File: src/rtl/ifd_pkg.sv
// ----------------------------------------------------------------------------
// IMU frame decoder package
// Shared types and constants for the IMU frame decoder.
// ----------------------------------------------------------------------------
package ifd_pkg;

    localparam int unsigned BYTE_W   = 8;
    localparam int unsigned WORD_W   = 16;
    localparam int unsigned POS_W    = 4;
    localparam int unsigned PAY_N    = 8;
    localparam int unsigned PAY_IDX_W = 3;
    localparam int unsigned ADDR_W   = 4;
    localparam int unsigned DATA_W   = 32;

    // Position of the check byte within an 11-byte window.
    localparam logic [POS_W-1:0] LAST_POS  = 4'd10;
    localparam logic [POS_W-1:0] POS_FIRST = 4'd0;
    localparam logic [POS_W-1:0] POS_KIND  = 4'd1;
    localparam logic [POS_W-1:0] POS_PAY0  = 4'd2;

    localparam logic [BYTE_W-1:0] HEADER_RESET = 8'h55;
    localparam logic [BYTE_W-1:0] RATE_RESET   = 8'h52;
    localparam logic [BYTE_W-1:0] ANGLE_RESET  = 8'h53;
    localparam logic [BYTE_W-1:0] QUAT_RESET   = 8'h59;

    typedef enum logic [2:0] {
        ST_RATE    = 3'd0,
        ST_ANGLE   = 3'd1,
        ST_QUAT    = 3'd2,
        ST_UNKNOWN = 3'd3,
        ST_BAD_HDR = 3'd4,
        ST_BAD_SUM = 3'd5
    } frame_status_t;

    typedef enum logic [1:0] {
        REG_HEADER = 2'd0,
        REG_RATE   = 2'd1,
        REG_ANGLE  = 2'd2,
        REG_QUAT   = 2'd3
    } reg_index_t;

    typedef struct packed {
        logic [BYTE_W-1:0] header_value;
        logic [BYTE_W-1:0] rate_type_code;
        logic [BYTE_W-1:0] angle_type_code;
        logic [BYTE_W-1:0] quat_type_code;
    } cfg_t;

    typedef struct packed {
        frame_status_t      frame_status;
        logic [WORD_W-1:0]  word_x;
        logic [WORD_W-1:0]  word_y;
        logic [WORD_W-1:0]  word_z;
        logic [WORD_W-1:0]  word_w;
    } result_t;

    typedef struct packed {
        logic at_check;
        logic accept;
    } frame_ctl_t;

endpackage

File: src/rtl/ifd_stream_if.sv
// ----------------------------------------------------------------------------
// IMU frame decoder stream interfaces
// Valid/ready channels for received bytes and for decoded frames.
// ----------------------------------------------------------------------------
interface ifd_byte_if;
    logic       valid;
    logic       ready;
    logic [7:0] rx_byte;

    modport source (output valid, output rx_byte, input ready);
    modport sink   (input valid, input rx_byte, output ready);
endinterface

interface ifd_result_if;
    logic               valid;
    logic               ready;
    logic [2:0]         frame_status;
    logic signed [15:0] word_x;
    logic signed [15:0] word_y;
    logic signed [15:0] word_z;
    logic signed [15:0] word_w;

    modport source (output valid, output frame_status, output word_x, output word_y,
                    output word_z, output word_w, input ready);
    modport sink   (input valid, input frame_status, input word_x, input word_y,
                    input word_z, input word_w, output ready);
endinterface

File: src/rtl/ifd_cfg_regs.sv
// ----------------------------------------------------------------------------
// IMU frame decoder configuration registers
// APB-style register file holding the header and the three type codes.
// ----------------------------------------------------------------------------
module ifd_cfg_regs (
    input  logic                          clk,
    input  logic                          rst_n,
    input  logic                          psel,
    input  logic                          penable,
    input  logic                          pwrite,
    input  logic [ifd_pkg::ADDR_W-1:0]    paddr,
    input  logic [ifd_pkg::DATA_W-1:0]    pwdata,
    output logic [ifd_pkg::DATA_W-1:0]    prdata,
    output logic                          pready,
    output ifd_pkg::cfg_t                 cfg
);

    ifd_pkg::cfg_t      cfg_reg;
    ifd_pkg::cfg_t      cfg_next;
    ifd_pkg::reg_index_t idx;
    logic               wr_en;
    logic [7:0]         wbyte;

    assign pready = 1'b1;
    assign wr_en  = psel && penable && pwrite && pready;
    assign idx    = ifd_pkg::reg_index_t'(paddr[3:2]);
    assign wbyte  = pwdata[7:0];

    always_comb
    begin
        cfg_next = cfg_reg;
        if (wr_en)
        begin
            case (idx)
                ifd_pkg::REG_HEADER: cfg_next.header_value    = wbyte;
                ifd_pkg::REG_RATE:   cfg_next.rate_type_code  = wbyte;
                ifd_pkg::REG_ANGLE:  cfg_next.angle_type_code = wbyte;
                ifd_pkg::REG_QUAT:   cfg_next.quat_type_code  = wbyte;
                default:             cfg_next = cfg_reg;
            endcase
        end
    end

    always_comb
    begin
        case (idx)
            ifd_pkg::REG_HEADER: prdata = {24'd0, cfg_reg.header_value};
            ifd_pkg::REG_RATE:   prdata = {24'd0, cfg_reg.rate_type_code};
            ifd_pkg::REG_ANGLE:  prdata = {24'd0, cfg_reg.angle_type_code};
            ifd_pkg::REG_QUAT:   prdata = {24'd0, cfg_reg.quat_type_code};
            default:             prdata = '0;
        endcase
    end

    always_ff @(posedge clk or negedge rst_n)
    begin
        if (!rst_n)
        begin
            cfg_reg.header_value    <= ifd_pkg::HEADER_RESET;
            cfg_reg.rate_type_code  <= ifd_pkg::RATE_RESET;
            cfg_reg.angle_type_code <= ifd_pkg::ANGLE_RESET;
            cfg_reg.quat_type_code  <= ifd_pkg::QUAT_RESET;
        end
        else
        begin
            cfg_reg <= cfg_next;
        end
    end

    assign cfg = cfg_reg;

endmodule

File: src/rtl/ifd_frame_unit.sv
// ----------------------------------------------------------------------------
// IMU frame decoder window unit
// Counts bytes in the 11-byte window, keeps the running sum, captures the
// frame bytes and classifies the frame when the check byte arrives.
// ----------------------------------------------------------------------------
module ifd_frame_unit (
    input  logic                        clk,
    input  logic                        rst_n,
    input  logic                        accept,
    input  logic [ifd_pkg::BYTE_W-1:0]  rx_byte,
    input  ifd_pkg::cfg_t               cfg,
    output ifd_pkg::frame_ctl_t         ctl,
    output ifd_pkg::result_t            result
);

    logic [ifd_pkg::POS_W-1:0]  pos_reg,   pos_next;
    logic [ifd_pkg::BYTE_W-1:0] sum_reg,   sum_next;
    logic [ifd_pkg::BYTE_W-1:0] first_reg, first_next;
    logic [ifd_pkg::BYTE_W-1:0] kind_reg,  kind_next;
    logic [ifd_pkg::BYTE_W-1:0] pay_reg [ifd_pkg::PAY_N];

    logic                          at_check;
    logic [ifd_pkg::POS_W-1:0]     pay_off;
    logic [ifd_pkg::PAY_IDX_W-1:0] pay_idx;
    logic                          pay_wr;
    ifd_pkg::frame_status_t        status;
    logic                          words_ok;

    // Positions past the check byte are never reached, but are handled as it.
    assign at_check = (pos_reg >= ifd_pkg::LAST_POS);
    assign pay_off  = pos_reg - ifd_pkg::POS_PAY0;
    assign pay_idx  = pay_off[ifd_pkg::PAY_IDX_W-1:0];
    assign pay_wr   = accept && !at_check && (pos_reg >= ifd_pkg::POS_PAY0);

    always_comb
    begin
        pos_next   = pos_reg;
        sum_next   = sum_reg;
        first_next = first_reg;
        kind_next  = kind_reg;
        if (accept)
        begin
            if (at_check)
            begin
                pos_next = '0;
                sum_next = '0;
            end
            else
            begin
                pos_next = pos_reg + 4'd1;
                sum_next = sum_reg + rx_byte;
                if (pos_reg == ifd_pkg::POS_FIRST)
                begin
                    first_next = rx_byte;
                end
                if (pos_reg == ifd_pkg::POS_KIND)
                begin
                    kind_next = rx_byte;
                end
            end
        end
    end

    always_ff @(posedge clk or negedge rst_n)
    begin
        if (!rst_n)
        begin
            pos_reg   <= '0;
            sum_reg   <= '0;
            first_reg <= '0;
            kind_reg  <= '0;
        end
        else
        begin
            pos_reg   <= pos_next;
            sum_reg   <= sum_next;
            first_reg <= first_next;
            kind_reg  <= kind_next;
        end
    end

    always_ff @(posedge clk)
    begin
        if (pay_wr)
        begin
            pay_reg[pay_idx] <= rx_byte;
        end
    end

    // Header check outranks the sum check; equal type codes resolve in
    // rate, angle, quaternion order.
    always_comb
    begin
        if (first_reg != cfg.header_value)
        begin
            status = ifd_pkg::ST_BAD_HDR;
        end
        else if (sum_reg != rx_byte)
        begin
            status = ifd_pkg::ST_BAD_SUM;
        end
        else if (kind_reg == cfg.rate_type_code)
        begin
            status = ifd_pkg::ST_RATE;
        end
        else if (kind_reg == cfg.angle_type_code)
        begin
            status = ifd_pkg::ST_ANGLE;
        end
        else if (kind_reg == cfg.quat_type_code)
        begin
            status = ifd_pkg::ST_QUAT;
        end
        else
        begin
            status = ifd_pkg::ST_UNKNOWN;
        end
    end

    assign words_ok = (status == ifd_pkg::ST_RATE) || (status == ifd_pkg::ST_ANGLE)
                      || (status == ifd_pkg::ST_QUAT);

    always_comb
    begin
        result.frame_status = status;
        result.word_x = words_ok ? {pay_reg[1], pay_reg[0]} : '0;
        result.word_y = words_ok ? {pay_reg[3], pay_reg[2]} : '0;
        result.word_z = words_ok ? {pay_reg[5], pay_reg[4]} : '0;
        result.word_w = (status == ifd_pkg::ST_QUAT) ? {pay_reg[7], pay_reg[6]} : '0;
    end

    assign ctl.at_check = at_check;
    assign ctl.accept   = accept;

endmodule

File: src/rtl/ifd_out_reg.sv
// ----------------------------------------------------------------------------
// IMU frame decoder result register
// Holds one decoded frame until the downstream side takes it.
// ----------------------------------------------------------------------------
module ifd_out_reg (
    input  logic                 clk,
    input  logic                 rst_n,
    input  ifd_pkg::frame_ctl_t  ctl,
    input  ifd_pkg::result_t     result,
    output logic                 full,
    ifd_result_if.source         res
);

    logic             valid_reg, valid_next;
    ifd_pkg::result_t data_reg;
    logic             load;

    assign load = ctl.accept && ctl.at_check;

    always_comb
    begin
        valid_next = valid_reg;
        if (load)
        begin
            valid_next = 1'b1;
        end
        else if (res.ready)
        begin
            valid_next = 1'b0;
        end
    end

    always_ff @(posedge clk or negedge rst_n)
    begin
        if (!rst_n)
        begin
            valid_reg <= 1'b0;
        end
        else
        begin
            valid_reg <= valid_next;
        end
    end

    always_ff @(posedge clk)
    begin
        if (load)
        begin
            data_reg <= result;
        end
    end

    // Full means a waiting frame that is not taken in this cycle.
    assign full             = valid_reg && !res.ready;
    assign res.valid        = valid_reg;
    assign res.frame_status = data_reg.frame_status;
    assign res.word_x       = data_reg.word_x;
    assign res.word_y       = data_reg.word_y;
    assign res.word_z       = data_reg.word_z;
    assign res.word_w       = data_reg.word_w;

endmodule

File: src/rtl/imu_frame_decoder.sv
// ----------------------------------------------------------------------------
// IMU frame decoder
// Splits the sensor byte stream into 11-byte windows and gives one decoded
// frame (status and four raw Q15 words) per window.
// ----------------------------------------------------------------------------
//  Channel  Direction  Payload
//  rx       in         rx_byte
//  res      out        frame_status, word_x, word_y, word_z, word_w
//  cfg APB  in         header and type code registers, bytes 0x0..0xC
//
//  One byte is accepted per cycle while rx is ready; the frame result is registered and
//  appears the cycle after its check byte is accepted.
//  Only the check byte waits on the result register: it stalls while a
//  previous frame is still held and not being taken.
//  Reset clears position, sum, header/kind bytes, result valid; cfg gets defaults; no sweep.
// ----------------------------------------------------------------------------
module imu_frame_decoder (
    input  logic                        clk,
    input  logic                        rst_n,
    ifd_byte_if.sink                    rx,
    ifd_result_if.source                res,
    input  logic                        psel,
    input  logic                        penable,
    input  logic                        pwrite,
    input  logic [ifd_pkg::ADDR_W-1:0]  paddr,
    input  logic [ifd_pkg::DATA_W-1:0]  pwdata,
    output logic [ifd_pkg::DATA_W-1:0]  prdata,
    output logic                        pready
);

    ifd_pkg::cfg_t       cfg;
    ifd_pkg::frame_ctl_t ctl;
    ifd_pkg::result_t    result;
    logic                accept;
    logic                full;

    assign rx.ready = !ctl.at_check || !full;
    assign accept   = rx.valid && rx.ready;

    ifd_cfg_regs u_regs (
        .clk     (clk),
        .rst_n   (rst_n),
        .psel    (psel),
        .penable (penable),
        .pwrite  (pwrite),
        .paddr   (paddr),
        .pwdata  (pwdata),
        .prdata  (prdata),
        .pready  (pready),
        .cfg     (cfg)
    );

    ifd_frame_unit u_frame (
        .clk     (clk),
        .rst_n   (rst_n),
        .accept  (accept),
        .rx_byte (rx.rx_byte),
        .cfg     (cfg),
        .ctl     (ctl),
        .result  (result)
    );

    ifd_out_reg u_out (
        .clk    (clk),
        .rst_n  (rst_n),
        .ctl    (ctl),
        .result (result),
        .full   (full),
        .res    (res)
    );

`ifndef NO_ASSERTIONS
    // A new frame only shows up after a check byte transaction.
    a_rise_after_check: assert property (@(posedge clk) disable iff (!rst_n)
        $rose(res.valid) |-> $past(accept && ctl.at_check))
        else $error("result appeared without a check byte");

    // A check byte is never taken while a held frame would be overwritten.
    a_no_overwrite: assert property (@(posedge clk) disable iff (!rst_n)
        (accept && ctl.at_check) |-> !(res.valid && !res.ready))
        else $error("held frame overwritten");

    // Frames other than quaternion carry a zero fourth word.
    a_w_zero: assert property (@(posedge clk) disable iff (!rst_n)
        (res.valid && (res.frame_status != ifd_pkg::ST_QUAT)) |-> (res.word_w == 16'sd0))
        else $error("fourth word not cleared");

    // Rejected frames carry zero words.
    a_bad_zero: assert property (@(posedge clk) disable iff (!rst_n)
        (res.valid && ((res.frame_status == ifd_pkg::ST_UNKNOWN)
            || (res.frame_status == ifd_pkg::ST_BAD_HDR)
            || (res.frame_status == ifd_pkg::ST_BAD_SUM)))
        |-> ((res.word_x == 16'sd0) && (res.word_y == 16'sd0) && (res.word_z == 16'sd0)))
        else $error("rejected frame carries data");
`endif

endmodule
File: src/flat_wrapper.sv
// flat-port wrapper written by rule: the top's interface ports become plain ports
module imu_frame_decoder_flat 
  (clk, rst_n, psel, penable, pwrite, paddr, pwdata, prdata, pready, rx_valid, rx_rx_byte, rx_ready, res_valid, res_frame_status, res_word_x, res_word_y, res_word_z, res_word_w, res_ready);
  ifd_byte_if rx_i ();
  ifd_result_if res_i ();
  input  logic clk;
  input  logic rst_n;
  input  logic psel;
  input  logic penable;
  input  logic pwrite;
  input  logic [ifd_pkg::ADDR_W-1:0] paddr;
  input  logic [ifd_pkg::DATA_W-1:0] pwdata;
  output logic [ifd_pkg::DATA_W-1:0] prdata;
  output logic pready;
  input wire logic [$bits(rx_i.valid)-1:0] rx_valid;
  input wire logic [$bits(rx_i.rx_byte)-1:0] rx_rx_byte;
  output wire logic [$bits(rx_i.ready)-1:0] rx_ready;
  output wire logic [$bits(res_i.valid)-1:0] res_valid;
  output wire logic [$bits(res_i.frame_status)-1:0] res_frame_status;
  output wire logic [$bits(res_i.word_x)-1:0] res_word_x;
  output wire logic [$bits(res_i.word_y)-1:0] res_word_y;
  output wire logic [$bits(res_i.word_z)-1:0] res_word_z;
  output wire logic [$bits(res_i.word_w)-1:0] res_word_w;
  input wire logic [$bits(res_i.ready)-1:0] res_ready;
  assign rx_i.valid = rx_valid;
  assign rx_i.rx_byte = rx_rx_byte;
  assign rx_ready = rx_i.ready;
  assign res_valid = res_i.valid;
  assign res_frame_status = res_i.frame_status;
  assign res_word_x = res_i.word_x;
  assign res_word_y = res_i.word_y;
  assign res_word_z = res_i.word_z;
  assign res_word_w = res_i.word_w;
  assign res_i.ready = res_ready;
  imu_frame_decoder u_core (.clk(clk), .rst_n(rst_n), .rx(rx_i), .res(res_i), .psel(psel), .penable(penable), .pwrite(pwrite), .paddr(paddr), .pwdata(pwdata), .prdata(prdata), .pready(pready));
endmodule
File: config.mk
export PLATFORM = sky130hd
export DESIGN_NAME = imu_frame_decoder_flat
export DESIGN_NICKNAME = d
export VERILOG_FILES = /design/src/rtl/ifd_pkg.sv /design/src/rtl/ifd_stream_if.sv /design/src/rtl/ifd_cfg_regs.sv /design/src/rtl/ifd_frame_unit.sv /design/src/rtl/ifd_out_reg.sv /design/src/rtl/imu_frame_decoder.sv /design/src/flat_wrapper.sv
export SDC_FILE = /design/constraint.sdc
export NUM_CORES = 1
export LEC_CHECK = 0
export BUFFER_PORTS_ARGS = -buffer_cell sky130_fd_sc_hd__buf_2
export CAP_MARGIN = 25
export CORE_MARGIN = 2
export CORE_UTILIZATION = 59
export DETAILED_ROUTE_END_ITERATION = 7
export GPL_ROUTABILITY_DRIVEN = 0
export GPL_TIMING_DRIVEN = 0
export PLACE_DENSITY = 0.94
export SYNTH_ARGS = -nofsm -noshare
export SYNTH_HDL_FRONTEND = slang
export SYNTH_SLANG_ARGS = --single-unit
File: constraint.sdc
create_clock -name clk -period 8.1 [get_ports clk]
set_clock_uncertainty 0.2 [all_clocks]
set_input_delay 0.405 -clock clk [delete_from_list [all_inputs] [get_ports clk]]
set_output_delay 0.405 -clock clk [all_outputs]
set_load 0.03 [all_outputs]
==> results.sh, run 1 <==
export IMPL_h_tree_depth=4
export IMPL_postRouteAntennaNets=0
export IMPL_dp_slack_ns=4.48
export IMPL_clockBufferDepth=2
export IMPL_maxCapViolCount=0
export IMPL_worstPathArrival_ns=3.52
export IMPL_grt_pass1_vias=4694
export IMPL_port_buffers=101
export IMPL_ir_worst_vdd_uv=183
export IMPL_async_flop_share=0.318
export IMPL_drc=0
export IMPL_largest_register_ffs=64
export IMPL_crit_path_start_kind="flop"
export IMPL_fin_util=0.716
export IMPL_dp_hpwl_mm=10.2
export IMPL_power_density_nw_per_um2=312
export IMPL_diodes=0
export IMPL_synth_top_cells_by_count="edfxtp_1 (131), and2_1 (54), mux2_2 (48)"
export IMPL_endpoint_kind="flop"
export IMPL_yosys_area_top_type="edfxtp_1"
export IMPL_setup_tns_ns=0
export IMPL_post_drt_wl_per_cell_um=18.7
export IMPL_viasPerCell=5.46
export IMPL_layout_drive_gt1_share=0.390
export IMPL_period_share=0.450
export IMPL_area_growth_pct=18.6
export IMPL_final_max_slew_viol_count=0
export IMPL_cp_required_ns=7.97
export IMPL_ys_warn_count=0
export IMPL_outcome="finished, final reports clean"
export IMPL_fmax_ghz=0.274
export IMPL_rsz0062_at_grt="false"
export IMPL_cts_sinks=192
export IMPL_synth_avg_cell_area_sq_um=15.8
export IMPL_slew_headroom=0.340
export IMPL_grt_max_degree=43
export IMPL_dieHeight_um=120
export IMPL_numCtsBuffers=17
export IMPL_crit_type="reg2reg"
export IMPL_die_width_um=120
export IMPL_cts_tree="done"
export IMPL_synth_area_sq_um=7990
export IMPL_cp_max_fo=10
export IMPL_final_nets=720
export IMPL_row_count=42
export IMPL_insertion_delay_ns=0.43
export IMPL_tightest_slew_ns=0.987
export IMPL_drt_iter0_markers=389
export IMPL_drtPass1Iterations=5
export IMPL_finalHoldViolations=0
export IMPL_synthTopCellsByArea="edfxtp_1 (49%), dfrtp_1 (14%), mux2_2 (6.8%), dfstp_2 (4.9%), and2_1 (4.2%)"
export IMPL_ys_seq_area_frac=0.686
export IMPL_synthFlopType="edfxtp_1"
export IMPL_root_buffer="clkbuf_16"
export IMPL_vias=4615
export IMPL_setup_violations=0
export IMPL_start_util=0.603
export IMPL_track_usage=0.230
export IMPL_ys_ff_latch=192
export IMPL_fin_ws_ns=4.45
export IMPL_die_area_sq_um=14500
export IMPL_fin_total_pwr_w=0.00295
export IMPL_grt_pass1_wl_mm=24.7
export IMPL_clk_pin_slew_ns=0.06
export IMPL_synthDistinctLibCells=47
export IMPL_antenna_found_initial=0
export IMPL_synth_edff_count=131
export IMPL_fill_cells=813
export IMPL_drt_wl_total_mm=15.8
export IMPL_synthCells=506
export IMPL_synth_top_area_share=0.492
export IMPL_post_synth_top_count_cell="edfxtp_1"
export IMPL_post_cts_setup_buffer_count=0
export IMPL_io_pins=153
export IMPL_grt_overflow=0
export IMPL_hp_class="in2reg"
export IMPL_min_period_ns=3.65
export IMPL_core_sq_um=13200
export IMPL_leakagePower_nw=3.88
-- routing by layer --
metal | vias to the layer above | track usage | wire [um]
li1 | 2074 | - | -
met1 | 2283 | 0.271 | 5960
met2 | 215 | 0.400 | 8480
met3 | 43 | 0.0627 | 976
met4 | 0 | 0.0923 | 389
met5 | - | 0 | 0
-- stage by stage --
step / area (sq um) / cells / hold slack (ns)
5_1_grt: 9480 / 845 / 0.0387
2_1_floorplan: 8080 / 529 / -0.0906
3_5_place_dp: 8850 / 808 / 0.182
3_3_place_gp: 8800 / 806 / 0.269
6_report: 9480 / 845 / 0.0394
4_1_cts: 9440 / 841 / 0.0239
-- path summary, 6_finish.rpt --
path,startpoint,end,slack [ns],cells after the start
setup / recovery,u_core.u_frame.pos_reg[0],u_core.u_frame.pay_reg[7][0],4.45,8
hold / removal,pwdata[6],u_core.u_regs.cfg[14],0.04,2
setup reg to reg,u_core.u_frame.pos_reg[0],u_core.u_frame.pay_reg[7][0],4.45,8
hold reg to reg,u_core.u_frame.sum_reg[3],u_core.u_frame.sum_reg[3],0.30,2
max in group asynchronous,rst_n,u_core.u_regs.cfg[20],6.77,3
min in group asynchronous,rst_n,u_core.u_regs.cfg[10],0.28,2
-- cell type report --
| cell class | instances | area (sq um) | share of cell area |
|---|---|---|---|
| plain buffers | 39 | 264 | 0.0279 |
| clock buffers | 19 | 433 | 0.0457 |
| clock inverters | 12 | 136 | 0.0144 |
| inverters | 8 | 30.0 | 0.00317 |
| multi-input cells | 290 | 2310 | 0.244 |
| flip-flops and latches | 192 | 5480 | 0.578 |
| well taps | 176 | 220 | 0.0232 |
| repair buffers | 109 | 603 | 0.0636 |
-- power breakdown --
part	switching [W]	internal, W	total (W)
clock	0.000350	0.000455	0.000805
combinational	0.000449	0.000300	0.000749
sequential	0.000137	0.00126	0.00140
-- layout by cell type (no fill, tap or decap), types with 3 or more instances in the layout --
master,Yosys,final
edfxtp_1,131,131
buf_2,4,106
and2_1,54,54
mux2_2,48,48
dfrtp_1,46,46
buf_4,28,28
xor2_1,26,26
conb_1,2,25
nand2_1,23,23
clkbuf_16,0,17
dfstp_2,15,15
xnor2_1,12,12
nor2_1,13,12
and2_2,11,11
ha_1,11,11
o21ai_0,9,9
clkbuf_1,6,8
inv_1,8,8
mux4_2,7,7
nor4_1,5,5
nor3_1,5,5
clkinv_4,0,5
a21oi_1,4,4
nand4_1,3,3
a22o_1,3,3
a21o_1,3,3
clkinv_2,0,3
buf_12,0,3
-- cells by family (layout without fill, tap and decap cells) --
family	count (synthesis)	count (layout)	share of synthesized area
mux	56	56	0.0907
simple gates	129	129	0.0985
flops	192	192	0.686
xor+xnor	38	38	0.0416
buf+inv	47	187	0.0368
other cells	2	25	0.000940
fa+ha+maj	12	12	0.0197
compound gates	30	30	0.0261
-- what timing repair did --
action,4_1_cts,5_1_grt
resized for setup,0,0
hold buffers,2,0
endpoints found under the hold margin,19,0
-- worst max-delay path, cell delays in order, from the launching register on --
cell and delay [ns]:
dfrtp_1 0.39, clkbuf_1 0.35, inv_1 0.15, ha_1 0.21, o31ai_1 0.63, nand2_1 0.43
nor2_1 0.28, nand2_1 0.11, nor2_1 0.53
Note: power is estimated with default switching activity, not from simulation.
==> run 2: changes to the inputs <==
--- a/config.mk
+++ b/config.mk
@@ -8,11 +8,11 @@
 export BUFFER_PORTS_ARGS = -buffer_cell sky130_fd_sc_hd__buf_2
 export CAP_MARGIN = 25
 export CORE_MARGIN = 2
-export CORE_UTILIZATION = 59
+export CORE_UTILIZATION = 55
 export DETAILED_ROUTE_END_ITERATION = 7
 export GPL_ROUTABILITY_DRIVEN = 0
 export GPL_TIMING_DRIVEN = 0
-export PLACE_DENSITY = 0.94
+export PLACE_DENSITY = 0.89
 export SYNTH_ARGS = -nofsm -noshare
 export SYNTH_HDL_FRONTEND = slang
 export SYNTH_SLANG_ARGS = --single-unit
==> constraint.sdc (replaced) <==
create_clock -name clk -period 3.7 [get_ports clk]
set_clock_uncertainty 0.2 [all_clocks]
set_input_delay 0.185 -clock clk [delete_from_list [all_inputs] [get_ports clk]]
set_output_delay 0.185 -clock clk [all_outputs]
set_load 0.03 [all_outputs]
==> run 2 against run 1 <==
Effect of this change: sequential share of layout area decreased by 1.5 points; setup slack got worse by 4.2 ns; cell area increased by 2.7%; sequential power increased by 120%; worst hold slack improved by 0.066 ns; flip-flop and latch count unchanged; non-clock buffer count increased by 15; wire length increased by 3.3%; die area increased by 7.0%; clock-buffer cell count decreased by 1; critical endpoint is now u_core.u_frame.pay_reg[6][3].
==> results.sh, run 2 (synthesis gave the netlist of run 1 again) <==
export IMPL_endpoint_kind="flop"
export IMPL_rsz0062_at_grt="false"
export IMPL_largest_register_ffs=64
export IMPL_finalInstanceArea_sq_um=9730
export IMPL_grt_max_degree=41
export IMPL_track_usage=0.219
export IMPL_crit_start="u_core.u_frame.pos_reg[0]"
export IMPL_outcome="finished, final reports clean"
export IMPL_dieHeight_um=125
export IMPL_dp_slack_ns=0.0722
export IMPL_clockBufferDepth=2
export IMPL_final_nets=736
export IMPL_fmax_ghz=0.286
export IMPL_leakagePower_nw=3.97
export IMPL_layout_drive_gt1_share=0.385
export IMPL_drt_iter0_markers=371
export IMPL_h_tree_depth=4
export IMPL_post_drt_wl_per_cell_um=18.8
export IMPL_diodes=0
export IMPL_dpl_cell_area_sq_um=8870
export IMPL_hp_class="in2async"
export IMPL_ir_worst_vdd_uv=327
export IMPL_crit_path_start_kind="flop"
export IMPL_vias=4751
export IMPL_cts_sinks=192
export IMPL_die_area_sq_um=15500
export IMPL_clk_pin_slew_ns=0.07
export IMPL_grt_pass1_vias=4811
export IMPL_period_share=0.943
export IMPL_crit_type="reg2reg"
export IMPL_post_cts_setup_buffer_count=0
export IMPL_cp_max_fo=10
export IMPL_cp_required_ns=3.57
export IMPL_postRouteAntennaNets=0
export IMPL_row_count=44
export IMPL_insertion_delay_ns=0.44
export IMPL_min_period_ns=3.49
export IMPL_grt_overflow=0
export IMPL_setup_violations=0
export IMPL_drt_wl_total_mm=16.3
export IMPL_setup_tns_ns=0
export IMPL_fin_cells=869
export IMPL_dp_hpwl_mm=10.7
export IMPL_fin_total_pwr_w=0.00668
export IMPL_slew_headroom=0.390
export IMPL_fin_ws_ns=0.209
export IMPL_power_density_nw_per_um2=686
export IMPL_start_util=0.556
export IMPL_fill_cells=932
export IMPL_tightest_slew_ns=0.913
export IMPL_viasPerCell=5.47
export IMPL_area_growth_pct=21.8
export IMPL_cts_tree="done"
export IMPL_port_buffers=101
export IMPL_root_buffer="clkbuf_16"
export IMPL_reg2reg_from="u_core.u_frame.pos_reg[0]"
export IMPL_finalHoldViolations=0
export IMPL_drc=0
export IMPL_numCtsBuffers=17
export IMPL_grt_pass1_wl_mm=25.7
export IMPL_maxCapViolCount=0
export IMPL_r2r_slack_ns=0.21
export IMPL_final_common_cell="edfxtp_1"
export IMPL_core_sq_um=14400
export IMPL_io_pins=153
export IMPL_drtPass1Iterations=5
export IMPL_worstPathArrival_ns=3.36
export IMPL_die_width_um=125
export IMPL_antenna_found_initial=0
export IMPL_final_max_slew_viol_count=0
export IMPL_final_cell_mix="edfxtp_1 (131), buf_2 (105), and2_1 (54)"
export IMPL_placed_cells=817
[run 2: cell types whose count changed in the layout (fill, tap and decap cells not counted), moves of 2 or more]
cell           change
nor3_2             +2
clkinv_4           -5
nor2_2             +2
dlygate4sd3_1     +18
clkinvlp_4         +3
nor3_1             -2
bufinv_16          +3
[run 2: what timing repair did]
item | 4_1_cts | 5_1_grt
gates resized for setup | 1 | 3
hold buffers | 20 | 0
endpoints found under the hold margin | 132 | 0
endpoints found under the setup margin | 8 | 64
cloned | 0 | 1
pin swaps | 0 | 1
[run 2: path summary, 6_finish.rpt]
path / endpoint / cells after the start
max: u_core.u_frame.pay_reg[6][3] / 8
min in group clk: u_core.u_regs.cfg[24] / 4
max in group asynchronous: u_core.u_regs.cfg[26] / 3
min reg2reg: u_core.u_frame.sum_reg[5] / 2
max reg2reg: u_core.u_frame.pay_reg[6][3] / 8
min: u_core.u_regs.cfg[23] / 2
[run 2: final cells by class]
type	count	area, sq um	share of cell area
clock buffer	18	429	0.0441
tap	184	230	0.0237
timing repair buffer	124	753	0.0774
multi-input combinational	291	2340	0.240
clock inverter	13	209	0.0215
sequential	192	5480	0.563
inverter	8	30.0	0.00309
buffer	39	264	0.0271
[run 2: per-stage QoR]
step / hold WS, ns / util
6_report: 0.105 / 0.677
5_1_grt: 0.162 / 0.677
4_1_cts: 0.0977 / 0.676
3_5_place_dp: 0.0299 / 0.617
3_3_place_gp: 0.184 / 0.614
2_1_floorplan: -0.311 / -
[run 2: report_power, final]
group,switching [W],leakage [nW],internal [W]
combinational,0.000984,1.73,0.000663
clock,0.000770,0.303,0.00120
sequential,0.000295,1.93,0.00277
[run 2: worst max-delay path, cell delays in order, from the launching register on]
cell	delay (ns)
dfrtp_1	0.37
clkbuf_1	0.30
inv_1	0.15
ha_1	0.22
o31ai_2	0.53
nand2_1	0.42
nor2_1	0.32
nand2_1	0.14
nor2_1	0.49
[run 2: routing by layer]
layer / wire (um) / vias to the layer above / part of all wire / GRT usage
met2: 8660 / 223 / 0.53 / 0.377
met5: 0 / - / 0 / 0
li1: - / 2107 / - / -
met3: 1130 / 55 / 0.069 / 0.0640
met4: 667 / 0 / 0.041 / 0.0991
met1: 5870 / 2366 / 0.36 / 0.254
==> run 3: changes to the inputs <==
--- a/config.mk
+++ b/config.mk
@@ -5,14 +5,15 @@
 export SDC_FILE = /design/constraint.sdc
 export NUM_CORES = 1
 export LEC_CHECK = 0
+export ABC_AREA = 1
 export BUFFER_PORTS_ARGS = -buffer_cell sky130_fd_sc_hd__buf_2
 export CAP_MARGIN = 25
 export CORE_MARGIN = 2
-export CORE_UTILIZATION = 55
+export CORE_UTILIZATION = 56
 export DETAILED_ROUTE_END_ITERATION = 7
 export GPL_ROUTABILITY_DRIVEN = 0
 export GPL_TIMING_DRIVEN = 0
-export PLACE_DENSITY = 0.89
+export PLACE_DENSITY = 0.9
 export SYNTH_ARGS = -nofsm -noshare
 export SYNTH_HDL_FRONTEND = slang
 export SYNTH_SLANG_ARGS = --single-unit
==> run 3 against run 2 <==
Effect of this change: die area is 3.3% higher; clock power is 5% lower; via count is 23% higher; total power is 4.4% lower; setup slack better by 0.73 ns; register-to-register slack better by 0.73 ns; wire length is 6.5% higher; non-clock buffer count is 2 lower; final cell count is 31% higher; sequential power is 3% lower; largest cell class unchanged; core utilization is 1.6 points higher.
==> results.sh, run 3 <==
export IMPL_outcome="finished, final reports clean"
export IMPL_crit_path_start_kind="flop"
export IMPL_row_count=44
export IMPL_clockBufferDepth=2
export IMPL_drtPass1Iterations=5
export IMPL_clk_pin_slew_ns=0.08
export IMPL_final_common_cell="nand2_1"
export IMPL_h_tree_depth=4
export IMPL_diodes=0
export IMPL_holdPathStages=4
export IMPL_synth_area_sq_um=8420
export IMPL_r2r_slack_ns=0.94
export IMPL_setup_violations=0
export IMPL_cts_sinks=192
export IMPL_synthDistinctLibCells=36
export IMPL_cp_max_fo=45
export IMPL_cp_required_ns=3.63
export IMPL_synthFlopType="edfxtp_1"
export IMPL_core_sq_um=14600
export IMPL_start_util=0.577
export IMPL_antenna_found_initial=0
export IMPL_yosys_area_top_type="edfxtp_1"
export IMPL_area_growth_pct=20.1
export IMPL_critPathTopFamily="buffers and inverters"
export IMPL_dieHeight_um=127
export IMPL_final_max_slew_viol_count=0
export IMPL_synth_avg_cell_area_sq_um=10.8
export IMPL_io_pins=153
export IMPL_layout_drive_gt1_share=0.239
export IMPL_fin_hold_ws_ns=0.0501
export IMPL_insertion_delay_ns=0.45
export IMPL_setup_tns_ns=0
export IMPL_ys_warn_count=0
export IMPL_async_flop_share=0.318
export IMPL_slew_headroom=0.501
export IMPL_numCtsBuffers=17
export IMPL_grt_pass1_vias=5721
export IMPL_grt_overflow=0
export IMPL_synth_top_cells_by_count="nand2_1 (191), edfxtp_1 (131), inv_1 (130)"
export IMPL_critical_path_slowest_cell="dfrtp_1"
export IMPL_worstPathArrival_ns=2.69
export IMPL_cp_num_buf_inv=5
export IMPL_multi_input_area_sq_um=2210
export IMPL_die_area_sq_um=16000
export IMPL_cp_slowest_stage_delay_ns=0.45
export IMPL_largest_register_ffs=64
export IMPL_drc=0
export IMPL_synthTopCellsByArea="edfxtp_1 (47%), dfrtp_1 (14%), nand2_1 (8.5%), inv_1 (5.8%), dfstp_2 (4.7%)"
export IMPL_ys_ff_latch=192
export IMPL_endpoint_kind="flop"
export IMPL_cts_resized=0
export IMPL_track_usage=0.230
export IMPL_final_nets=1007
export IMPL_grt_pass1_wl_mm=28.4
export IMPL_worstSetupPathDepth=10
export IMPL_synth_top_area_share=0.467
export IMPL_grt_max_degree=46
export IMPL_fmax_ghz=0.362
export IMPL_viasPerCell=5.13
export IMPL_drt_iter0_markers=504
export IMPL_post_synth_top_count_cell="nand2_1"
export IMPL_postRouteAntennaNets=0
export IMPL_maxCapViolCount=0
export IMPL_power_density_nw_per_um2=631
export IMPL_ys_seq_area_frac=0.651
export IMPL_leakagePower_nw=4.51
export IMPL_port_buffers=101
export IMPL_cp_cell_sequence="inv_1 -> ha_1 -> inv_1 -> a21oi_2 -> nand2_4 -> nand2_4 -> inv_2 -> nand2_1 -> inv_2 -> buf_12"
export IMPL_rr_worst_depth=10
export IMPL_vias=5858
export IMPL_min_period_ns=2.76
export IMPL_die_width_um=127
export IMPL_cts_tree="done"
export IMPL_ir_worst_vdd_uv=414
export IMPL_synthCells=779
export IMPL_finalHoldViolations=0
export IMPL_period_share=0.747
export IMPL_tightest_slew_ns=0.745
export IMPL_post_drt_wl_per_cell_um=15.2
export IMPL_crit_type="reg2reg"
export IMPL_hp_class="in2reg"
export IMPL_dp_hpwl_mm=11.9
export IMPL_root_buffer="clkbuf_16"
export IMPL_synth_edff_count=131
export IMPL_fill_cells=932
export IMPL_final_cell_mix="nand2_1 (191), edfxtp_1 (131), inv_1 (129)"
export IMPL_ff_latch_area_sq_um=5480
export IMPL_rsz0062_at_grt="false"
export IMPL_drt_wl_total_mm=17.4
## run 3: cell count changes after synthesis, moves of 8 or more
cell,delta
o2111ai_1,+8
nand2_1,+168
inv_1,+122
nor2_2,+9
mux2_2,-48
and2_2,-11
nor2_4,+20
and2_1,-54
xor2_1,-26
nor2_1,+53
o21ai_0,+48
## run 3: final cells by class
type	count	share of cell area
Inverter	135	0.0501
Timing Repair Buffer	123	0.0732
Clock buffer	17	0.0421
Buffer	38	0.0301
Sequential cell	192	0.542
Tap cell	184	0.0228
Clock inverter	15	0.0209
Multi-Input combinational cell	437	0.219
## run 3: worst reg2reg max path, stage by stage, from the launching register on
cell,delay [ns]
dfrtp_1,0.45
inv_1,0.12
ha_1,0.20
inv_1,0.09
a21oi_2,0.12
nand2_4,0.10
nand2_4,0.10
inv_2,0.17
nand2_1,0.13
inv_2,0.44
buf_12,0.32
## run 3: power breakdown
| part | switching, W | total, W | internal [W] |
|---|---|---|---|
| clock network | 0.000943 | 0.00188 | 0.000937 |
| registers | 0.000269 | 0.00296 | 0.00269 |
| logic | 0.00102 | 0.00154 | 0.000520 |
| total | 0.00223 | 0.00638 | 0.00415 |
## run 3: routing by layer
layer	wire [um]	global-route usage	vias up
met2	8670	0.384	284
met5	0	0	-
met1	6880	0.286	2738
met4	749	0.128	0
li1	-	-	2768
met3	1090	0.0413	68
## run 3: worst paths after layout
check / from / end
max: u_core.u_frame.pos_reg[0] / u_core.u_out.res.word_x[6]
min: paddr[2] / u_core.u_regs.cfg[4]
max reg2reg: u_core.u_frame.pos_reg[0] / u_core.u_out.res.word_x[6]
min reg2reg: u_core.u_frame.sum_reg[5] / u_core.u_frame.sum_reg[5]
max in group asynchronous: rst_n / u_core.u_regs.cfg[8]
min in group asynchronous: rst_n / u_core.u_regs.cfg[21]
## run 3: cells by family after synthesis
logic type | after synthesis | synth area share
AOI/OAI and AO/OA | 84 | 0.0553
buffers and inverters | 173 | 0.0963
other | 2 | 0.000892
and+or+nand+nor | 303 | 0.164
DFF | 192 | 0.651
adders and majority gates | 12 | 0.0187
xor gates and xnor gates | 13 | 0.0135
## run 3: what timing repair did
action,CTS,global route
hold buffers,19,0
endpoints found under the hold margin,149,0
buffers inserted,0,0
## run 3: stage by stage
stage	utilization	worst slack [ns]	std cells	cell area (sq um)	total power, W
2_1_floorplan	-	0.564	802	8500	0.00406
4_1_cts	0.693	0.930	1141	10100	0.00638
6_report	0.693	0.936	1141	10100	0.00638
3_5_place_dp	0.636	0.979	1090	9290	0.00448
3_3_place_gp	0.633	0.0182	1087	9240	0.00438
5_1_grt	0.693	0.777	1141	10100	0.00669
